## src/hw/rtl/lqr_balance_torque_controller_unit_assert.svh

```systemverilog
// Assertion macros for the balance torque controller.
// Used by the RTL files that carry concurrent assertions; expects clk_i and rst_ni in scope.
`ifndef LQR_BALANCE_TORQUE_CONTROLLER_UNIT_ASSERT_SVH
`define LQR_BALANCE_TORQUE_CONTROLLER_UNIT_ASSERT_SVH
`ifndef NO_ASSERTIONS
// Checked outside reset only.
`define LQR_ASSERT(lbl, prop, msg) \
  lbl: assert property (@(posedge clk_i) disable iff (!rst_ni) (prop)) else $error(msg);
// Checked at every edge, reset included.
`define LQR_ASSERT_ALWAYS(lbl, prop, msg) \
  lbl: assert property (@(posedge clk_i) (prop)) else $error(msg);
`else
`define LQR_ASSERT(lbl, prop, msg)
`define LQR_ASSERT_ALWAYS(lbl, prop, msg)
`endif
`endif

```

## src/hw/rtl/lqr_bal_pkg.sv

```systemverilog
// Package for the balance torque controller: widths, codes, types and helpers.
// No dependencies; imported by every other RTL file of the block.
`default_nettype none

package lqr_bal_pkg;

  // Motor polarity, each one of -1, 0 or +1.
  localparam int LEFT_MOTOR_SIGN  = 1;
  localparam int RIGHT_MOTOR_SIGN = 1;

  localparam int CFG_IDX_W = 3;
  localparam int DATA_W    = 32;
  localparam int SUM_W     = 34;   // signed sum of two wheel readings
  localparam int MUL_A_W   = 34;
  localparam int MUL_B_W   = 33;
  localparam int PROD_W    = MUL_A_W + MUL_B_W;
  localparam int ACC_W     = 51;   // product shifted by 16, and the force sum
  localparam int TILT_W    = 33;
  localparam int TILT_Q_W  = 19;   // tilt within the fall angle

  typedef enum logic [CFG_IDX_W-1:0] {
    REG_PITCH_OFFSET,
    REG_FALL_ANGLE,
    REG_TORQUE_LIMIT,
    REG_WHEEL_RADIUS,
    REG_GAIN_PITCH,
    REG_GAIN_PITCH_RATE,
    REG_GAIN_POSITION,
    REG_GAIN_VELOCITY
  } reg_idx_e;

  typedef enum logic [1:0] {
    KIND_UPDATE,
    KIND_ENABLE,
    KIND_DISABLE
  } kind_e;

  typedef struct packed {
    logic signed [18:0] pitch_offset;
    logic        [17:0] fall_angle;
    logic        [30:0] torque_limit;
    logic        [30:0] wheel_radius;
    logic signed [31:0] gain_pitch;
    logic signed [31:0] gain_pitch_rate;
    logic signed [31:0] gain_position;
    logic signed [31:0] gain_velocity;
  } cfg_t;

  typedef struct packed {
    logic               fault;
    logic               active;
    logic               rejected;
    logic signed [31:0] left_torque;
    logic signed [31:0] right_torque;
    logic signed [31:0] wheel_travel;
    logic signed [31:0] wheel_speed;
    logic signed [31:0] force_command;
  } out_t;

  localparam logic signed [ACC_W-1:0] SAT_MAX = ACC_W'(64'sd2147483647);
  localparam logic signed [ACC_W-1:0] SAT_MIN = ACC_W'(-64'sd2147483648);

  function automatic logic signed [31:0] sat32(input logic signed [ACC_W-1:0] v);
    if (v > SAT_MAX) begin
      return 32'sh7FFF_FFFF;
    end else if (v < SAT_MIN) begin
      return 32'sh8000_0000;
    end
    return v[31:0];
  endfunction

  function automatic logic signed [SUM_W-1:0] sign_term(input int sgn,
                                                        input logic signed [31:0] v);
    logic signed [SUM_W-1:0] ext;
    ext = SUM_W'(v);
    if (sgn > 0) begin
      return ext;
    end else if (sgn < 0) begin
      return -ext;
    end
    return '0;
  endfunction

  function automatic logic signed [SUM_W-1:0] wheel_sum(input logic signed [31:0] l,
                                                        input logic signed [31:0] r);
    return sign_term(LEFT_MOTOR_SIGN, l) + sign_term(RIGHT_MOTOR_SIGN, r);
  endfunction

  // The torque lies within the limit, so its negation always fits.
  function automatic logic signed [31:0] apply_sign(input int sgn,
                                                    input logic signed [31:0] v);
    if (sgn > 0) begin
      return v;
    end else if (sgn < 0) begin
      return -v;
    end
    return '0;
  endfunction

endpackage

`default_nettype wire

```

## src/hw/rtl/lqr_bal_mul.sv

```systemverilog
// Shared signed multiplier of the balance torque controller, product registered.
// Depends on lqr_bal_pkg for the operand widths.
`default_nettype none

module lqr_bal_mul (
  input  wire                                          clk_i,
  input  wire logic signed [lqr_bal_pkg::MUL_A_W-1:0]  a_i,
  input  wire logic signed [lqr_bal_pkg::MUL_B_W-1:0]  b_i,
  output logic signed [lqr_bal_pkg::PROD_W-1:0]        prod_o
);
  import lqr_bal_pkg::*;

  logic signed [PROD_W-1:0] prod_q;

  assign prod_o = prod_q;

  always_ff @(posedge clk_i) begin
    prod_q <= PROD_W'(a_i) * PROD_W'(b_i);
  end

endmodule

`default_nettype wire

```

## config.mk

```make
export PLATFORM = sky130hd
export DESIGN_NAME = lqr_bal_mul
export DESIGN_NICKNAME = d
export VERILOG_FILES = /design/src/hw/rtl/lqr_balance_torque_controller_unit_assert.svh /design/src/hw/rtl/lqr_bal_pkg.sv /design/src/hw/rtl/lqr_bal_mul.sv
export SDC_FILE = /design/constraint.sdc
export NUM_CORES = 2
export LEC_CHECK = 0
export BUFFER_PORTS_ARGS = -buffer_cell sky130_fd_sc_hd__buf_2
export CORE_MARGIN = 5
export CORE_UTILIZATION = 55
export CTS_BUF_LIST = sky130_fd_sc_hd__clkbuf_4 sky130_fd_sc_hd__clkbuf_8 sky130_fd_sc_hd__clkbuf_16
export CTS_CLUSTER_SIZE = 8
export DETAILED_ROUTE_END_ITERATION = 16
export PLACE_DENSITY = 0.72
export SLEW_MARGIN = 25
export SYNTH_ARGS = -nofsm -noshare
export SYNTH_HDL_FRONTEND = slang
export SYNTH_SLANG_ARGS = --single-unit
```

## constraint.sdc

```tcl
create_clock -name clk_i -period 11.65 [get_ports clk_i]
set_clock_uncertainty 0.1 [all_clocks]
set_input_delay 2.33 -clock clk_i [delete_from_list [all_inputs] [get_ports clk_i]]
set_output_delay 2.33 -clock clk_i [all_outputs]
set_load 0.01 [all_outputs]
```

==> results.md <==
* Outcome: finished, final reports clean
* Multiplexer share of the synthesized area at 0.0757%
* Core Region at 74400 um^2
* Initial antenna violation count at 2
* Clock slew at reported path FFs at 60 ps
* Avg Inst Size Synth at 9.39 um^2
* Worst Max-Slew Pin Slew at 971 ps
* Post-route DRC at 0
* Met2 Track Usage GR at 48.7%
* Cell count after placement at 5305
* Initial drt markers at 1875
* Setup_tns at 0 ps
* Global-route wire length before repair at 176000 um
* Post-synthesis sequential area ratio at 3.25%
* Top_reg_cell synth: dfxtp_1
* Root buf cell: clkbuf_16
* Share of layout cells above drive strength 1 at 4.85%
* Commonest cells in the netlist: fa_1, inv_1, nand2_1
* Xor/xnor share of the synthesized area at 1.51%
* Post-CTS setup buffer count at 0
* Remaining Overflow, GRT at 0
* Max reg flops at 67
* GR Util met3 at 4.15%
* Area fraction in compound gates after synthesis at 3.57%
* Slew margin rel. at 35.3%
* Total Routing Usage GR at 28.0%
* CP required at 11830 ps
* YS warnings at 0
* Final wirelength at 108000 um
* Hpwl dp at 86500 um
* Simple-gate portion of the synthesized area at 15.2%
* Die ar. at 80700 um^2
* Maximum root-to-sink buffer count at 2
* CTS tree: built
* Share of the synthesized area in the top cell type at 57.0%
* Final Cycle Share at 90.7%
* Async S/R FF share, synth at 0%
* Startpoint types: input port
* Max Cap Viol at 0
* Crit path time final at 10560 ps
* Avg WL per Cell at 20.3 um
* CP Class: input port to register
* Post_cts resized at 0
* Clock sinks at 67
* Largest family of logic cells by synthesized area: adder cells
* Worst-path maximum fanout at 34
* Post-synth top area cell: fa_1
* Std-Cell Rows at 100
* Detail Route Antenna Nets at 0
* Number of nets produced by synthesis at 5861
* IO Count at 135
* Die Ht at 284 um
* Slew Limit Fails at 0
* Final nets at 5810
* Max incr delay on CP at 620 ps
* Area growth syn-to-layout at 3.84%
* Worst Hold Class: input port to register
* Synth area leaders: fa_1, inv_1, and2_1, ha_1, nand2_1
* Synth Instances at 4398
* Final cell count without fillers at 5324
* H-Tree Depth at 3
* GP Congestion at 0.951
* # hold bufs at CTS at 0
* Dominant cell by count in the synthesized netlist: fa_1
* CP Capture Type: register
* M1 GR Usage at 34.0%
* Number of enable flip-flop cells after synthesis at 0
* Yosys cell types at 63
* Chip width at 284 um
* RSZ-0062 raised after global routing: no
* DR vias at 28799
* Final Hold Viols at 0
* Most used cell, CP: fa_1
* Cell Area, Synth at 41300 um^2
* 1st-pass router iterations at 7
* Most used routing layer: met2
* Largest net degree at the start of global routing at 35
* Crit-path slowest cell: buf_2
* Final setup fails at 0
* Max frequency at 0.0947 GHz
* CP arrival at 10740 ps
* Port buffer count at 134
* Seq cells post-synth at 67
* Vias in the first global route at 32584
* Post-synthesis adder-cell area fraction at 63.6%
* Via-to-Cell Ratio at 5.41
* Total CTS buffers at 9
* Starting Density at 55.5%
cell families (layout without fill, tap and decap cells):
| family | Yosys count | after routing |
|---|---|---|
| mux | 3 | 3 |
| fa+ha+maj | 1395 | 1395 |
| xor+xnor | 71 | 71 |
| other cells | 0 | 3 |
| simple gates | 1260 | 1260 |
| buf+inv | 1398 | 1352 |
| compound gates | 204 | 204 |
| flops | 67 | 67 |
worst max-delay path, delay by kind of cell:
| family | cells | cell delay (ps) |
|---|---|---|
| and+or+nand+nor | 3 | 490 |
| AOI/OAI and AO/OA | 7 | 2090 |
| adders and majority gates | 9 | 4330 |
| buffers and inverters | 6 | 1380 |
| xor gates and xnor gates | 1 | 110 |
cell usage in the layout (no fill, tap or decap), drive strengths merged, types with 3 or more instances in the layout:
cell,instances
nor2,59
nor3,11
dfxtp,67
nand2b,13
diode,3
buf,170
a21oi,64
nor4,3
a311oi,3
nand4,11
clkbuf,11
clkinv,4
o21bai,14
xnor2,54
a221oi,3
a211oi,10
ha,219
inv,1165
o21a,5
o211ai,3
and3,6
nor2b,10
o31ai,4
xor2,17
nand3,9
a21o,34
and4,4
fa,1176
and2,551
nand2,578
a41oi,4
o21ai,36
a31oi,11
worst paths after layout:
kind / start / endpoint / slack [ps] / cells after the start
setup / recovery: b_i[6] / prod_o[66] / 1090 / 26
hold / removal: b_i[0] / prod_o[0] / 2460 / 2
layer usage:
layer	share of wire (%)	up-vias	wire [um]
li1	-	12304	-
met1	36	15105	39000
met2	51	1079	54700
met3	6.5	311	7060
met4	6.5	0	7050
met5	0	-	0
final cells by class:
class | count | area (um^2)
tap | 969 | 1210
fill | 6564 | 31600
timing repair buffer | 170 | 941
clock inverter | 5 | 52.6
multi-input combinational | 2933 | 34700
antenna | 3 | 7.51
clock buffer | 11 | 246
inverter | 1166 | 4380
sequential | 67 | 1340
per-stage QoR:
stage / hold slack [ps] / worst slack [ps] / cell area, um^2 / utilization, %
floorplan: 2350 / 1710 / 41300 / -
global placement: 2630 / 734 / 42600 / 57.2
detailed placement: 2630 / 707 / 42600 / 57.2
CTS: 2440 / 1100 / 42900 / 57.6
global route: 2480 / 649 / 42900 / 57.6
finish: 2460 / 1090 / 42900 / 57.6
Power is not shown: default switching activity piles up to over one toggle a cycle in this logic, so the estimate is an artifact.
