## src/hw/rtl/lqr_balance_torque_controller_unit_assert.svh

```systemverilog
// Assertion macros for the balance torque controller.
// Used by the RTL files that carry concurrent assertions; expects clk_i and rst_ni in scope.
`ifndef LQR_BALANCE_TORQUE_CONTROLLER_UNIT_ASSERT_SVH
`define LQR_BALANCE_TORQUE_CONTROLLER_UNIT_ASSERT_SVH
`ifndef NO_ASSERTIONS
// Checked outside reset only.
`define LQR_ASSERT(lbl, prop, msg) \
  lbl: assert property (@(posedge clk_i) disable iff (!rst_ni) (prop)) else $error(msg);
// Checked at every edge, reset included.
`define LQR_ASSERT_ALWAYS(lbl, prop, msg) \
  lbl: assert property (@(posedge clk_i) (prop)) else $error(msg);
`else
`define LQR_ASSERT(lbl, prop, msg)
`define LQR_ASSERT_ALWAYS(lbl, prop, msg)
`endif
`endif

```

## src/hw/rtl/lqr_bal_pkg.sv

```systemverilog
// Package for the balance torque controller: widths, codes, types and helpers.
// No dependencies; imported by every other RTL file of the block.
`default_nettype none

package lqr_bal_pkg;

  // Motor polarity, each one of -1, 0 or +1.
  localparam int LEFT_MOTOR_SIGN  = 1;
  localparam int RIGHT_MOTOR_SIGN = 1;

  localparam int CFG_IDX_W = 3;
  localparam int DATA_W    = 32;
  localparam int SUM_W     = 34;   // signed sum of two wheel readings
  localparam int MUL_A_W   = 34;
  localparam int MUL_B_W   = 33;
  localparam int PROD_W    = MUL_A_W + MUL_B_W;
  localparam int ACC_W     = 51;   // product shifted by 16, and the force sum
  localparam int TILT_W    = 33;
  localparam int TILT_Q_W  = 19;   // tilt within the fall angle

  typedef enum logic [CFG_IDX_W-1:0] {
    REG_PITCH_OFFSET,
    REG_FALL_ANGLE,
    REG_TORQUE_LIMIT,
    REG_WHEEL_RADIUS,
    REG_GAIN_PITCH,
    REG_GAIN_PITCH_RATE,
    REG_GAIN_POSITION,
    REG_GAIN_VELOCITY
  } reg_idx_e;

  typedef enum logic [1:0] {
    KIND_UPDATE,
    KIND_ENABLE,
    KIND_DISABLE
  } kind_e;

  typedef struct packed {
    logic signed [18:0] pitch_offset;
    logic        [17:0] fall_angle;
    logic        [30:0] torque_limit;
    logic        [30:0] wheel_radius;
    logic signed [31:0] gain_pitch;
    logic signed [31:0] gain_pitch_rate;
    logic signed [31:0] gain_position;
    logic signed [31:0] gain_velocity;
  } cfg_t;

  typedef struct packed {
    logic               fault;
    logic               active;
    logic               rejected;
    logic signed [31:0] left_torque;
    logic signed [31:0] right_torque;
    logic signed [31:0] wheel_travel;
    logic signed [31:0] wheel_speed;
    logic signed [31:0] force_command;
  } out_t;

  localparam logic signed [ACC_W-1:0] SAT_MAX = ACC_W'(64'sd2147483647);
  localparam logic signed [ACC_W-1:0] SAT_MIN = ACC_W'(-64'sd2147483648);

  function automatic logic signed [31:0] sat32(input logic signed [ACC_W-1:0] v);
    if (v > SAT_MAX) begin
      return 32'sh7FFF_FFFF;
    end else if (v < SAT_MIN) begin
      return 32'sh8000_0000;
    end
    return v[31:0];
  endfunction

  function automatic logic signed [SUM_W-1:0] sign_term(input int sgn,
                                                        input logic signed [31:0] v);
    logic signed [SUM_W-1:0] ext;
    ext = SUM_W'(v);
    if (sgn > 0) begin
      return ext;
    end else if (sgn < 0) begin
      return -ext;
    end
    return '0;
  endfunction

  function automatic logic signed [SUM_W-1:0] wheel_sum(input logic signed [31:0] l,
                                                        input logic signed [31:0] r);
    return sign_term(LEFT_MOTOR_SIGN, l) + sign_term(RIGHT_MOTOR_SIGN, r);
  endfunction

  // The torque lies within the limit, so its negation always fits.
  function automatic logic signed [31:0] apply_sign(input int sgn,
                                                    input logic signed [31:0] v);
    if (sgn > 0) begin
      return v;
    end else if (sgn < 0) begin
      return -v;
    end
    return '0;
  endfunction

endpackage

`default_nettype wire

```

## src/hw/rtl/lqr_bal_if.sv

```systemverilog
// Channel interfaces of the balance torque controller: sample input, result output
// and configuration write. Depends on lqr_bal_pkg.
`default_nettype none


interface lqr_bal_cfg_if;
  import lqr_bal_pkg::*;
  logic                 valid;
  logic                 ready;
  logic [CFG_IDX_W-1:0] index;
  logic [DATA_W-1:0]    data;

  modport source (output valid, index, data, input ready);
  modport sink (input valid, index, data, output ready);
endinterface

`default_nettype wire

```

## src/hw/rtl/lqr_bal_cfg.sv

```systemverilog
// Configuration register file of the balance torque controller.
// Depends on lqr_bal_pkg and the lqr_bal_cfg_if interface.
`default_nettype none

module lqr_bal_cfg (
  input  wire                clk_i,
  input  wire                rst_ni,
  lqr_bal_cfg_if.sink        cfg_i,
  output lqr_bal_pkg::cfg_t  cfg_o
);
  import lqr_bal_pkg::*;

  cfg_t cfg_q;

  // Writes are always taken; ready is held high.
  assign cfg_i.ready = 1'b1;
  assign cfg_o       = cfg_q;

  always_ff @(posedge clk_i or negedge rst_ni) begin
    if (!rst_ni) begin
      cfg_q.pitch_offset    <= '0;
      cfg_q.fall_angle      <= 18'd32768;
      cfg_q.torque_limit    <= 31'd65536;
      cfg_q.wheel_radius    <= 31'd3277;
      cfg_q.gain_pitch      <= '0;
      cfg_q.gain_pitch_rate <= '0;
      cfg_q.gain_position   <= '0;
      cfg_q.gain_velocity   <= '0;
    end else if (cfg_i.valid) begin
      case (reg_idx_e'(cfg_i.index))
        REG_PITCH_OFFSET:    cfg_q.pitch_offset    <= $signed(cfg_i.data[18:0]);
        REG_FALL_ANGLE:      cfg_q.fall_angle      <= cfg_i.data[17:0];
        REG_TORQUE_LIMIT:    cfg_q.torque_limit    <= cfg_i.data[30:0];
        REG_WHEEL_RADIUS:    cfg_q.wheel_radius    <= cfg_i.data[30:0];
        REG_GAIN_PITCH:      cfg_q.gain_pitch      <= $signed(cfg_i.data);
        REG_GAIN_PITCH_RATE: cfg_q.gain_pitch_rate <= $signed(cfg_i.data);
        REG_GAIN_POSITION:   cfg_q.gain_position   <= $signed(cfg_i.data);
        REG_GAIN_VELOCITY:   cfg_q.gain_velocity   <= $signed(cfg_i.data);
        default: begin
        end
      endcase
    end
  end

endmodule

`default_nettype wire

```

## src/flat_wrapper.sv

```systemverilog
// flat-port wrapper written by rule: the top's interface ports become plain ports
module lqr_bal_cfg_flat import lqr_bal_pkg::*;
  (clk_i, rst_ni, cfg_o, cfg_i_valid, cfg_i_index, cfg_i_data, cfg_i_ready);
  lqr_bal_cfg_if cfg_i_i ();
  input  wire clk_i;
  input  wire rst_ni;
  output lqr_bal_pkg::cfg_t cfg_o;
  input wire logic [$bits(cfg_i_i.valid)-1:0] cfg_i_valid;
  input wire logic [$bits(cfg_i_i.index)-1:0] cfg_i_index;
  input wire logic [$bits(cfg_i_i.data)-1:0] cfg_i_data;
  output wire logic [$bits(cfg_i_i.ready)-1:0] cfg_i_ready;
  assign cfg_i_i.valid = cfg_i_valid;
  assign cfg_i_i.index = cfg_i_index;
  assign cfg_i_i.data = cfg_i_data;
  assign cfg_i_ready = cfg_i_i.ready;
  lqr_bal_cfg u_core (.clk_i(clk_i), .rst_ni(rst_ni), .cfg_i(cfg_i_i), .cfg_o(cfg_o));
endmodule
```

## config.mk

```make
export PLATFORM = sky130hd
export DESIGN_NAME = lqr_bal_cfg_flat
export DESIGN_NICKNAME = d
export VERILOG_FILES = /design/src/hw/rtl/lqr_balance_torque_controller_unit_assert.svh /design/src/hw/rtl/lqr_bal_pkg.sv /design/src/hw/rtl/lqr_bal_if.sv /design/src/hw/rtl/lqr_bal_cfg.sv /design/src/flat_wrapper.sv
export SDC_FILE = /design/constraint.sdc
export NUM_CORES = 1
export LEC_CHECK = 0
export BUFFER_PORTS_ARGS = -buffer_cell sky130_fd_sc_hd__buf_2
export CAP_MARGIN = 0
export CORE_ASPECT_RATIO = 0.6
export CORE_MARGIN = 3
export CORE_UTILIZATION = 35
export DETAILED_ROUTE_END_ITERATION = 12
export PLACE_DENSITY_LB_ADDON = 0.25
export SLEW_MARGIN = 20
export SYNTH_ARGS = -nofsm -noshare
export SYNTH_HDL_FRONTEND = slang
export SYNTH_SLANG_ARGS = --single-unit
```

## constraint.sdc

```tcl
create_clock -name clk_i -period 0.8 [get_ports clk_i]
set_clock_uncertainty 0.1 [all_clocks]
set_input_delay 0.16 -clock clk_i [delete_from_list [all_inputs] [get_ports clk_i]]
set_output_delay 0.16 -clock clk_i [all_outputs]
set_load 0.02 [all_outputs]
```

==> results.rst, run 1 <==
.. list-table::
   :header-rows: 1

   * - Metric
     - Value
   * - Post-synthesis compound-gate area fraction
     - 0%
   * - Setup crit end kind
     - output port
   * - Worst Hold Class
     - in -> reg
   * - Final number of hold-violating endpoints
     - 215
   * - Share of total power in the clock network
     - 24.4%
   * - Most frequent cell after synthesis
     - mux2_2
   * - Startpoint Class
     - register
   * - Cell-internal power
     - 30.94 mW
   * - IR drop worst, VDD
     - 0.001766 V
   * - Min Clock Period, post-route
     - 1449 ps
   * - Vias after detailed routing
     - 6,170
   * - Height of the die
     - 126.7 µm
   * - Wire length per cell after detailed routing
     - 24.73 µm
   * - Xor and xnor fraction of the mapped netlist area
     - 0%
   * - DRT antenna net count
     - 0
   * - Violations in the final reports
     - hold timing, setup timing
   * - Slack of the critical path
     - -648.6 ps
   * - Post-synthesis share of cell area spent on and, or, nand and nor gates
     - 0.9723%
   * - Starting density of the core
     - 36.21%
   * - Seq pwr share
     - 37.0%
   * - Initial detailed-routing violation count
     - 198
   * - Number of sinks on the clock net
     - 227
   * - Number of I/O port buffers
     - 264
   * - Final period util
     - 181.1%
   * - Number of buffers between clock root and the deepest sink
     - 3
   * - Worst slack, placed
     - -797.0 ps
   * - Number of setup violations in the final report
     - 454
   * - Max-slew violation count
     - 0
   * - Number of distinct standard cells referenced by the synthesized netlist
     - 13
   * - Synthesized flop and latch total
     - 227
   * - Portion of netlist area occupied by mux cells
     - 30.10%
   * - Number of design rule violations left after detail routing
     - 0
   * - Synthesis-to-finish area growth
     - 83.82%
   * - Leakage power
     - 7.849 nW
   * - Combinational cell fraction of total power
     - 38.6%
   * - Via-per-instance ratio
     - 4.820
   * - Die extent in x
     - 207.1 µm
   * - Critical path peak fanout
     - 2
   * - Source-to-sink clock delay at the later pin of the worst-skew pair
     - 510 ps
   * - Share of synthesized registers carrying an async set or reset
     - 100.0%
   * - Total buffers and inverters traversed by the critical path
     - 1
   * - Combinational family with the most area after synthesis
     - multiplexers
   * - Master of the slowest instance on the critical path
     - dfstp_2
   * - GRT Util Overall
     - 22.52%
   * - CTS root buffer
     - clkbuf_16
   * - Count of mapped cells out of synthesis
     - 490
   * - Number of antenna cells inserted
     - 0
   * - Dominant cell type by area after synthesis
     - dfrtp_1
   * - Largest net degree at the start of global routing
     - 40
   * - Detailed-router iteration count before antenna repair
     - 5
   * - Synthesized area
     - 0.008493 mm²
   * - Max Fclk
     - 0.6903 GHz
   * - Total detailed-routing wirelength
     - 31.66 mm
   * - Biggest cell delay along the critical path
     - 560 ps
   * - Minimum hold slack
     - -138.6 ps
   * - Max Cap Viol
     - 0
   * - RSZ-0062 raised after global routing
     - yes
   * - Number of flip-flops under the largest register name
     - 227
   * - Synthesized net count
     - 528
   * - Final nets
     - 987
   * - DP HPWL
     - 16.54 mm
   * - CTS tree
     - built
   * - Count of boundary I/O pins
     - 266
   * - Post-CTS Hold Buffers
     - 2
   * - DIE AREA
     - 0.02623 mm²
   * - RD Place Congestion
     - 0.8111
   * - Number of antenna violations at the first check in global routing
     - 0
   * - Crit path cell chain
     - buf_6
   * - Required time at the endpoint of the critical path
     - 540 ps
   * - Cell family with most CP delay
     - flip-flops
   * - Core Box Area
     - 0.02346 mm²
   * - Final Cell Area
     - 0.01561 mm²
   * - Layout cell share with drive strength beyond 1
     - 76.27%
   * - Final core utilization
     - 66.56%
   * - Sequential fraction of the synthesis area
     - 67.02%
   * - Overflow after GRT
     - 0
   * - Sum Neg Setup Slack
     - -161,440 ps
   * - Count of H-tree levels built during CTS
     - 1
   * - Worst-path clk slew
     - 70 ps
   * - Primary FF master, synth
     - dfrtp_1
   * - Post-synth EDFFs
     - 0
   * - Worst setup path class
     - reg -> out
   * - Area share of fa/ha/maj cells after synthesis
     - 0%
   * - Average size of a mapped cell
     - 17.33 µm²
   * - TritonCTS Buffers
     - 22
   * - Power dissipated by switching net loads
     - 13.51 mW
   * - Fill cell instance count of the final layout
     - 1,538
   * - Area share of the leading cell type in the synthesized netlist
     - 64.23%
   * - Most used standard cells in the synthesized netlist
     - mux2_2, dfrtp_1, buf_2
   * - Synth top area cells
     - dfrtp_1, mux2_2, dfstp_2
   * - Number of warnings reported in the yosys synthesis log
     - 0
   * - Wire length of the first global-routing pass
     - 44.96 mm
   * - Net Sw Frac
     - 30.39%
   * - Run status
     - finished with violations
   * - Area after detailed placement
     - 0.01090 mm²
   * - Rows
     - 43
   * - Total power per unit cell area
     - 2847 mW/mm²
   * - Data arrival time of the critical path
     - 1190 ps
   * - Number of global-route vias before repair
     - 6,639
cell usage in the layout (no fill, tap or decap), drive strengths merged, types with 2 or more instances in the layout:
cell	Yosys	layout
and4bb	2	2
dfstp	9	9
buf	27	456
mux2	227	227
dfrtp	218	218
dlygate4sd3	0	2
clkinv	0	5
nand4b	3	3
clkbuf	0	37
bufinv	0	2
routing by layer:
metal / part of all wire [%] / global-route usage [%]
met3: 7.7 / 7.143
met1: 45 / 32.06
met4: 1.0 / 2.990
met5: 0 / 0
met2: 46 / 34.99
repair_timing:
action / CTS / global route
buffers inserted: 92 / 77
setup endpoints to repair: 454 / 454
cloned: 19 / 3
pin swaps: 7 / 5
hold endpoints to repair: 454 / 223
gates resized for setup: 608 / 127
final cells by class:
cell class	count	area, µm²	area share (%)
clock buffers	33	663.1	4.247
clock inverters	7	85.08	0.5450
multi-input cells	236	3511	22.49
flip-flops and latches	227	5693	36.46
well taps	315	394.1	2.524
repair buffers	462	5266	33.73
power by group through the flow:
stage | sequential, mW | clock [mW] | combinational (mW)
CTS | 16.2 | 11.0 | 15.5
floorplan | 18.7 | 0 | 3.08
global route | 16.7 | 11.6 | 17.9
detailed placement | 15.7 | 0 | 10.3
finish | 16.4 | 10.9 | 17.2
global placement | 15.6 | 0 | 10.2
worst paths after layout:
path                                    from           endpoint  cells after the start  slack, ps
min in group asynchronous             rst_ni   u_core.cfg_o[64]                      2          0
min reg2reg                  u_core.cfg_o[4]    u_core.cfg_o[4]                      1        430
min                           cfg_i_data[30]  u_core.cfg_o[126]                      2       -140
max reg2reg                u_core.cfg_o[219]  u_core.cfg_o[219]                      3       -330
max                        u_core.cfg_o[131]         cfg_o[131]                      1       -650
max in group asynchronous             rst_ni  u_core.cfg_o[205]                      3         50
kinds of logic (layout without fill, tap and decap cells):
| family | after synthesis | after routing |
|---|---|---|
| flip-flops | 227 | 227 |
| buffers and inverters | 27 | 502 |
| other | 1 | 1 |
| multiplexers | 227 | 227 |
| AND/OR/NAND/NOR | 8 | 8 |
through the flow:
step / hold slack, ps / power (mW) / std cells
floorplan: -235.6 / 21.79 / 490
global placement: -47.99 / 25.79 / 1076
detailed placement: -47.01 / 26.07 / 1076
CTS: -161.0 / 42.72 / 1229
global route: -140.8 / 46.21 / 1280
finish: -138.6 / 44.46 / 1280
Power figures use the tool's default switching activity.
==> inputs of run 2 (changes only) <==
Settings changed: PLACE_DENSITY set to 0.61, PLACE_DENSITY_LB_ADDON 0.25 to unset.
==> run 2 against run 1 <==
  * The flow still finishes with violations (hold timing, setup timing)
  * Register-to-register slack about the same
  * Non-clock buffer count down 3
  * Hold slack better by 17 ps
  * Die area unchanged
  * Critical path type unchanged
  * Largest cell class unchanged
==> results.rst, run 2 (same netlist as run 1, synthesis figures left out) <==
.. list-table::
   :header-rows: 1

   * - Metric
     - Value
   * - Violations in the final reports
     - hold timing, setup timing
   * - Initial detailed-routing violation count
     - 251 (+27%)
   * - Area taken by multi-input logic gates
     - 0.003473 mm² (-1.1%)
   * - Height of the die
     - 126.7 µm (unchanged)
   * - Number of flip-flops under the largest register name
     - 227 (unchanged)
   * - Most frequent standard cell in the layout excluding fill and tap cells
     - buf_6
   * - Number of antenna violations at the first check in global routing
     - 0 (unchanged)
   * - Master of the slowest instance on the critical path
     - dfstp_2
   * - Number of sinks on the clock net
     - 227 (unchanged)
   * - Worst slack, placed
     - -835.5 ps (-38.49 ps)
   * - Number of global-route vias before repair
     - 6,787 (+2.2%)
   * - Final Cell Area
     - 0.01561 mm² (about the same)
   * - Detailed-router iteration count before antenna repair
     - 4 (-1)
   * - DRT antenna net count
     - 0 (unchanged)
   * - Timing endpoint of the critical path
     - cfg_o[175]
   * - Overall power after layout
     - 43.61 mW (-1.9%)
   * - Die extent in x
     - 207.1 µm (unchanged)
   * - Crit path cell chain
     - buf_6
   * - Crit path depth
     - 1 (unchanged)
   * - DP HPWL
     - 17.03 mm (+3.0%)
   * - Biggest cell delay along the critical path
     - 550 ps (about the same)
   * - Worst setup path class
     - reg -> out
   * - FF-to-FF Start
     - u_core.cfg_o[154]
   * - Number of I/O port buffers
     - 264 (unchanged)
   * - CTS tree
     - built
   * - Required time at the endpoint of the critical path
     - 540 ps (about the same)
   * - Cell family with most CP delay
     - flip-flops
   * - Total buffers and inverters traversed by the critical path
     - 1 (unchanged)
   * - Source-to-sink clock delay at the later pin of the worst-skew pair
     - 490 ps (-20 ps)
   * - TritonCTS Buffers
     - 23 (+4.5%)
   * - Number of antenna cells inserted
     - 0 (unchanged)
   * - Starting density of the core
     - 36.21% (unchanged)
   * - Slack of the critical path
     - -629.3 ps (+19.31 ps)
   * - Layout cell share with drive strength beyond 1
     - 75.68% (-0.59 points)
   * - Count of H-tree levels built during CTS
     - 1 (unchanged)
   * - Min Clock Period, post-route
     - 1429 ps (-19.31 ps)
   * - RD Place Congestion
     - 0.8136 (+0.31%)
   * - Instance count after placement with tap cells included
     - 1,077 (+0.093%)
   * - Minimum hold slack
     - -121.7 ps (+16.89 ps)
   * - Total detailed-routing wirelength
     - 31.75 mm (+0.28%)
   * - Critical path origin
     - u_core.cfg_o[175]
   * - Core Box Area
     - 0.02346 mm² (unchanged)
   * - Leakage power
     - 7.801 nW (-0.61%)
   * - Rows
     - 43 (unchanged)
   * - Hold path depth
     - 2 (unchanged)
   * - Worst Hold Class
     - in -> reg
   * - Synthesis-to-finish area growth
     - 83.80% (about the same)
   * - Final period util
     - 178.7% (-2.4 points)
   * - Total power per unit cell area
     - 2794 mW/mm² (-1.9%)
   * - Max Cap Viol
     - 0 (unchanged)
   * - IR drop worst, VDD
     - 0.001754 V (-0.69%)
   * - CTS root buffer
     - clkbuf_16
   * - Number of cells on the worst reg-to-reg path
     - 3 (unchanged)
   * - Setup crit end kind
     - output port
   * - Sum Neg Setup Slack
     - -158,870 ps (+2568 ps)
   * - Max Fclk
     - 0.6996 GHz (+1.4%)
   * - Wire length per cell after detailed routing
     - 24.86 µm (+0.52%)
   * - Wire length of the first global-routing pass
     - 46.49 mm (+3.4%)
   * - Final core utilization
     - 66.55% (about the same)
   * - Number of design rule violations left after detail routing
     - 0 (unchanged)
   * - Sequential cell area in the final layout
     - 0.005692 mm² (about the same)
   * - Number of cells in the finished layout apart from fillers
     - 1,277 (-0.23%)
   * - Fill cell instance count of the final layout
     - 1,578 (+2.6%)
   * - DIE AREA
     - 0.02623 mm² (unchanged)
   * - Via-per-instance ratio
     - 4.858 (+0.79%)
   * - Largest net degree at the start of global routing
     - 29 (-28%)
   * - Worst-path clk slew
     - 60 ps (about the same)
   * - Top library cells by usage in the layout, fill and taps aside
     - buf_6, dfrtp_1, mux2_4
   * - Area after detailed placement
     - 0.01089 mm² (about the same)
   * - Final number of hold-violating endpoints
     - 223 (+3.7%)
   * - Run status
     - finished with violations
   * - Endpoint of the worst-slack reg-to-reg timing path
     - u_core.cfg_o[154]
   * - Final nets
     - 985 (-0.20%)
   * - Critical path peak fanout
     - 2 (unchanged)
   * - Post-CTS Hold Buffers
     - 1 (-1)
   * - Max-slew violation count
     - 0 (unchanged)
   * - Data arrival time of the critical path
     - 1170 ps (-20 ps)
   * - Startpoint Class
     - register
   * - RSZ-0062 raised after global routing
     - yes
   * - GRT Util Overall
     - 23.17% (+0.65 points)
   * - Number of setup violations in the final report
     - 454 (unchanged)
   * - Slack of the worst reg-to-reg path
     - -330 ps (about the same)
   * - Count of boundary I/O pins
     - 266 (unchanged)
   * - Overflow after GRT
     - 0 (unchanged)
   * - Number of buffers between clock root and the deepest sink
     - 3 (unchanged)
   * - Vias after detailed routing
     - 6,204 (+0.55%)
[run 2: cell types whose count changed in the layout (fill, tap and decap cells not counted), moves of 3 or more]
cell       previous run  this run
buf_12               27        40
buf_4                55        52
buf_6               327       316
clkbuf_1              5        10
clkbuf_16            27        24
clkinv_2              5         1
mux2_2                4        14
mux2_4              223       213
[run 2: what timing repair did]
action,in CTS,in global routing
endpoints found under the hold margin,454,221
gates cloned,24,1
pin swaps,4,5
setup buffers,97,76
setup endpoints to repair,454,454
gates resized for setup,637,111
[run 2: layout make-up]
cell class	count	share of cell area, %
clock buffers	39	4.457
well taps	315	2.525
multi-input cells	236	22.25
repair buffers	459	34.27
clock inverters	1	0.03206
flip-flops and latches	227	36.46
[run 2: worst min-delay path by stage]
stage,startpoint,endpoint
3_5_place_dp,rst_ni,u_core.cfg_o[190]
5_1_grt,cfg_i_data[21],u_core.cfg_o[117]
4_1_cts,cfg_i_data[25],u_core.cfg_o[25]
6_report,cfg_i_data[22],u_core.cfg_o[150]
2_1_floorplan,rst_ni,u_core.cfg_o[0]
3_3_place_gp,rst_ni,u_core.cfg_o[192]
[run 2: routing by layer]
| layer | wire length [µm] | track usage [%] |
|---|---|---|
| met3 | 1797 | 5.512 |
| met5 | 0 | 0 |
| met4 | 519 | 3.628 |
| met1 | 15220 | 34.58 |
| met2 | 14210 | 35.28 |
[run 2: power breakdown]
group          leakage (nW)  switching, mW  internal (mW)
sequential             2.71           2.31           14.1
clock                 0.342           4.35           5.87
combinational          4.75           6.70           10.3
total                  7.80           13.4           30.3
==> inputs of run 3 (changes only) <==
Settings changed: ABC_AREA set to 1, PLACE_DENSITY 0.61 to 0.6.
==> run 3 against run 2 <==
  * The flow still finishes with violations (hold timing, setup timing)
  * Wire length is 6.6% higher
  * Maximum frequency is 1.5% lower
  * Area after synthesis is 3.7% higher
  * Utilization is 4.9 points lower
  * Global-route usage is 0.29 points higher
  * Total power is 7.7% lower
  * Combinational power is 18% lower
  * Register-to-register slack better by 160 ps
  * Largest cell class unchanged
  * Largest power group is now registers
  * Highest routed layer unchanged
==> results.rst, run 3 <==
.. list-table::
   :header-rows: 1

   * - Metric
     - Value
   * - Dominant cell type by area after synthesis
     - dfrtp_1
   * - Combinational cell fraction of total power
     - 34.4% (-4.5 points)
   * - Average size of a mapped cell
     - 8.748 µm² (-50%)
   * - Number of sinks on the clock net
     - 227 (unchanged)
   * - Primary FF master, synth
     - dfrtp_1
   * - Worst-path clk slew
     - 60 ps (about the same)
   * - Area taken by multi-input logic gates
     - 0.003148 mm² (-9.4%)
   * - Final number of hold-violating endpoints
     - 1 (-99.6%)
   * - Share of total power in the clock network
     - 26.7% (+3.3 points)
   * - Sequential cell area in the final layout
     - 0.005692 mm² (unchanged)
   * - DRT antenna net count
     - 0 (unchanged)
   * - Endpoint of the worst-slack reg-to-reg timing path
     - u_core.cfg_o[171]
   * - FF-to-FF Start
     - u_core.cfg_o[171]
   * - Via-per-instance ratio
     - 4.837 (-0.44%)
   * - Starting density of the core
     - 36.04% (-0.17 points)
   * - Critical path peak fanout
     - 2 (unchanged)
   * - Number of antenna violations at the first check in global routing
     - 0 (unchanged)
   * - Wire length per cell after detailed routing
     - 19.15 µm (-23%)
   * - TritonCTS Buffers
     - 22 (-4.3%)
   * - RD Place Congestion
     - 0.7740 (-4.9%)
   * - Vias after detailed routing
     - 8,547 (+38%)
   * - Height of the die
     - 128.9 µm (+1.8%)
   * - Number of warnings reported in the yosys synthesis log
     - 0 (unchanged)
   * - Critical path origin
     - u_core.cfg_o[135]
   * - Crit path depth
     - 1 (unchanged)
   * - Most used standard cells in the synthesized netlist
     - nand2_1, dfrtp_1, nand3_1
   * - Fill cell instance count of the final layout
     - 1,938 (+23%)
   * - Slack of the worst reg-to-reg path
     - -170 ps (+160 ps)
   * - Worst Hold Class
     - in -> async
   * - Top library cells by usage in the layout, fill and taps aside
     - nand2_1, buf_6, dfrtp_1
   * - Source-to-sink clock delay at the later pin of the worst-skew pair
     - 500 ps (about the same)
   * - Post-CTS Hold Buffers
     - 33 (+32)
   * - Master of the slowest instance on the critical path
     - dfstp_2
   * - Total buffers and inverters traversed by the critical path
     - 1 (unchanged)
   * - Number of setup violations in the final report
     - 346 (-24%)
   * - Leakage power
     - 7.978 nW (+2.3%)
   * - Final nets
     - 1,467 (+49%)
   * - DP HPWL
     - 21.20 mm (+25%)
   * - Number of cells on the worst reg-to-reg path
     - 4 (+1)
   * - Data arrival time of the critical path
     - 1190 ps (+20 ps)
   * - Final core utilization
     - 61.69% (-4.9 points)
   * - Rows
     - 44 (+2.3%)
   * - GRT Util Overall
     - 23.46% (+0.29 points)
   * - Initial detailed-routing violation count
     - 671 (+170%)
   * - Total power per unit cell area
     - 2670 mW/mm² (-4.5%)
   * - Max-slew violation count
     - 0 (unchanged)
   * - Most frequent cell after synthesis
     - nand2_1
   * - Net Sw Frac
     - 32.51% (+1.9 points)
   * - Synthesized net count
     - 1,045 (+98%)
   * - Crit path cell chain
     - buf_6
   * - Violations in the final reports
     - hold timing, setup timing
   * - Number of design rule violations left after detail routing
     - 0 (unchanged)
   * - Core Box Area
     - 0.02444 mm² (+4.2%)
   * - Most frequent standard cell in the layout excluding fill and tap cells
     - nand2_1
   * - Max Cap Viol
     - 0 (unchanged)
   * - Seq pwr share
     - 38.9% (+1.3 points)
   * - Layout cell share with drive strength beyond 1
     - 41.52% (-34 points)
   * - Count of H-tree levels built during CTS
     - 1 (unchanged)
   * - Synthesized flop and latch total
     - 227 (unchanged)
   * - Slack of the critical path
     - -650.9 ps (-21.56 ps)
   * - Largest net degree at the start of global routing
     - 41 (+41%)
   * - Min Clock Period, post-route
     - 1451 ps (+21.56 ps)
   * - Sequential fraction of the synthesis area
     - 64.61% (-2.4 points)
   * - CTS tree
     - built
   * - Area share of the leading cell type in the synthesized netlist
     - 61.92% (-2.3 points)
   * - Area after detailed placement
     - 0.01112 mm² (+2.1%)
   * - Timing endpoint of the critical path
     - cfg_o[135]
   * - Overflow after GRT
     - 0 (unchanged)
   * - Number of antenna cells inserted
     - 0 (unchanged)
   * - Startpoint Class
     - register
   * - Final period util
     - 181.4% (+2.7 points)
   * - Run status
     - finished with violations
   * - Cell-internal power
     - 27.17 mW (-10%)
   * - Number of distinct standard cells referenced by the synthesized netlist
     - 16 (+3)
   * - Required time at the endpoint of the critical path
     - 540 ps (about the same)
   * - Worst setup path class
     - reg -> out
   * - Count of boundary I/O pins
     - 266 (unchanged)
   * - Count of mapped cells out of synthesis
     - 1,007 (+110%)
   * - DIE AREA
     - 0.02717 mm² (+3.6%)
   * - Share of synthesized registers carrying an async set or reset
     - 100.0% (unchanged)
   * - Number of flip-flops under the largest register name
     - 227 (unchanged)
   * - RSZ-0062 raised after global routing
     - yes
   * - Worst slack, placed
     - -547.4 ps (+288.1 ps)
   * - Detailed-router iteration count before antenna repair
     - 5 (+1)
   * - Setup crit end kind
     - output port
   * - CTS root buffer
     - clkbuf_16
   * - IR drop worst, VDD
     - 0.001892 V (+7.9%)
   * - Biggest cell delay along the critical path
     - 560 ps (about the same)
   * - Synthesis-to-finish area growth
     - 71.17%
   * - Total detailed-routing wirelength
     - 33.83 mm (+6.6%)
   * - Number of buffers between clock root and the deepest sink
     - 3 (unchanged)
   * - Die extent in x
     - 210.8 µm (+1.8%)
   * - Synthesized area
     - 0.008810 mm² (+3.7%)
   * - Cell family with most CP delay
     - flip-flops
   * - Wire length of the first global-routing pass
     - 49.55 mm (+6.6%)
   * - Post-synth EDFFs
     - 0 (unchanged)
   * - Number of I/O port buffers
     - 264 (unchanged)
   * - Max Fclk
     - 0.6892 GHz (-1.5%)
   * - Minimum hold slack
     - -7.337 ps (+114.4 ps)
   * - Number of global-route vias before repair
     - 8,401 (+24%)
   * - Power dissipated by switching net loads
     - 13.09 mW (-2.0%)
   * - Synth top area cells
     - dfrtp_1, nand2_1, nand3_1
   * - Final Cell Area
     - 0.01508 mm² (-3.4%)
[run 3: cell types whose count changed in the layout (fill, tap and decap cells not counted), moves of 9 or more]
cell and change:
nand2_1 +488, mux2_4 -213, nand3_1 +100, nand2_2 +96
dlygate4sd3_1 +32, buf_12 -14, buf_4 +14, mux2_2 -14
buf_16 -12, nand2_4 +9
[run 3: worst min path at each step]
stage                              to  slack, ps
CTS                 u_core.cfg_o[129]        -30
detailed placement  u_core.cfg_o[129]        -90
global route        u_core.cfg_o[129]        -20
finish              u_core.cfg_o[129]         -7
global placement    u_core.cfg_o[129]        -90
floorplan             u_core.cfg_o[0]       -240
[run 3: kinds of logic (layout without fill, tap and decap cells)]
logic type,after synthesis,count (layout),synth area share [%]
AND/OR/NAND/NOR,702,702,31.47
buffers and inverters,77,515,3.877
flip-flops,227,227,64.61
other,1,1,0.04257
[run 3: layout make-up]
cell class | instances | share of cell area [%]
Sequential cell | 227 | 37.74
Timing Repair Buffer | 469 | 33.41
Multi-Input combinational cell | 703 | 20.88
Clock buffer | 34 | 4.555
Tap cell | 322 | 2.672
Clock inverter | 6 | 0.3817
Inverter | 6 | 0.3651
[run 3: repair_timing]
item	CTS	global route
hold endpoints to repair	454	1
setup buffers	78	55
gates cloned	0	0
gates resized for setup	469	183
endpoints found under the setup margin	239	351
pin swaps	17	51
[run 3: power by group through the flow]
stage / clock, mW / combinational, mW / sequential, mW
after floorplan: 0 / 2.10 / 17.7
after global placement: 0 / 8.45 / 15.1
after detailed placement: 0 / 8.61 / 15.1
after CTS: 10.9 / 12.4 / 15.4
after global routing: 11.4 / 14.7 / 15.9
final: 10.7 / 13.9 / 15.7
[run 3: stage by stage]
stage	hold slack, ps	power [mW]	TNS, ps	cells
floorplan	-235.6	19.80	-24110	1007
detailed placement	-89.59	23.73	-110050	1580
CTS	-32.24	38.71	-123010	1731
global route	-18.65	41.96	-133610	1767
finish	-7.337	40.26	-121750	1767
global placement	-87.82	23.59	-104700	1580
[run 3: metal layers]
metal | up-vias | global-route usage (%) | share of wire (%)
met4 | 0 | 4.170 | 1.5
met2 | 369 | 36.79 | 46
met1 | 4195 | 32.99 | 44
li1 | 3939 | - | -
met5 | - | 0 | 0
met3 | 44 | 6.920 | 8.4
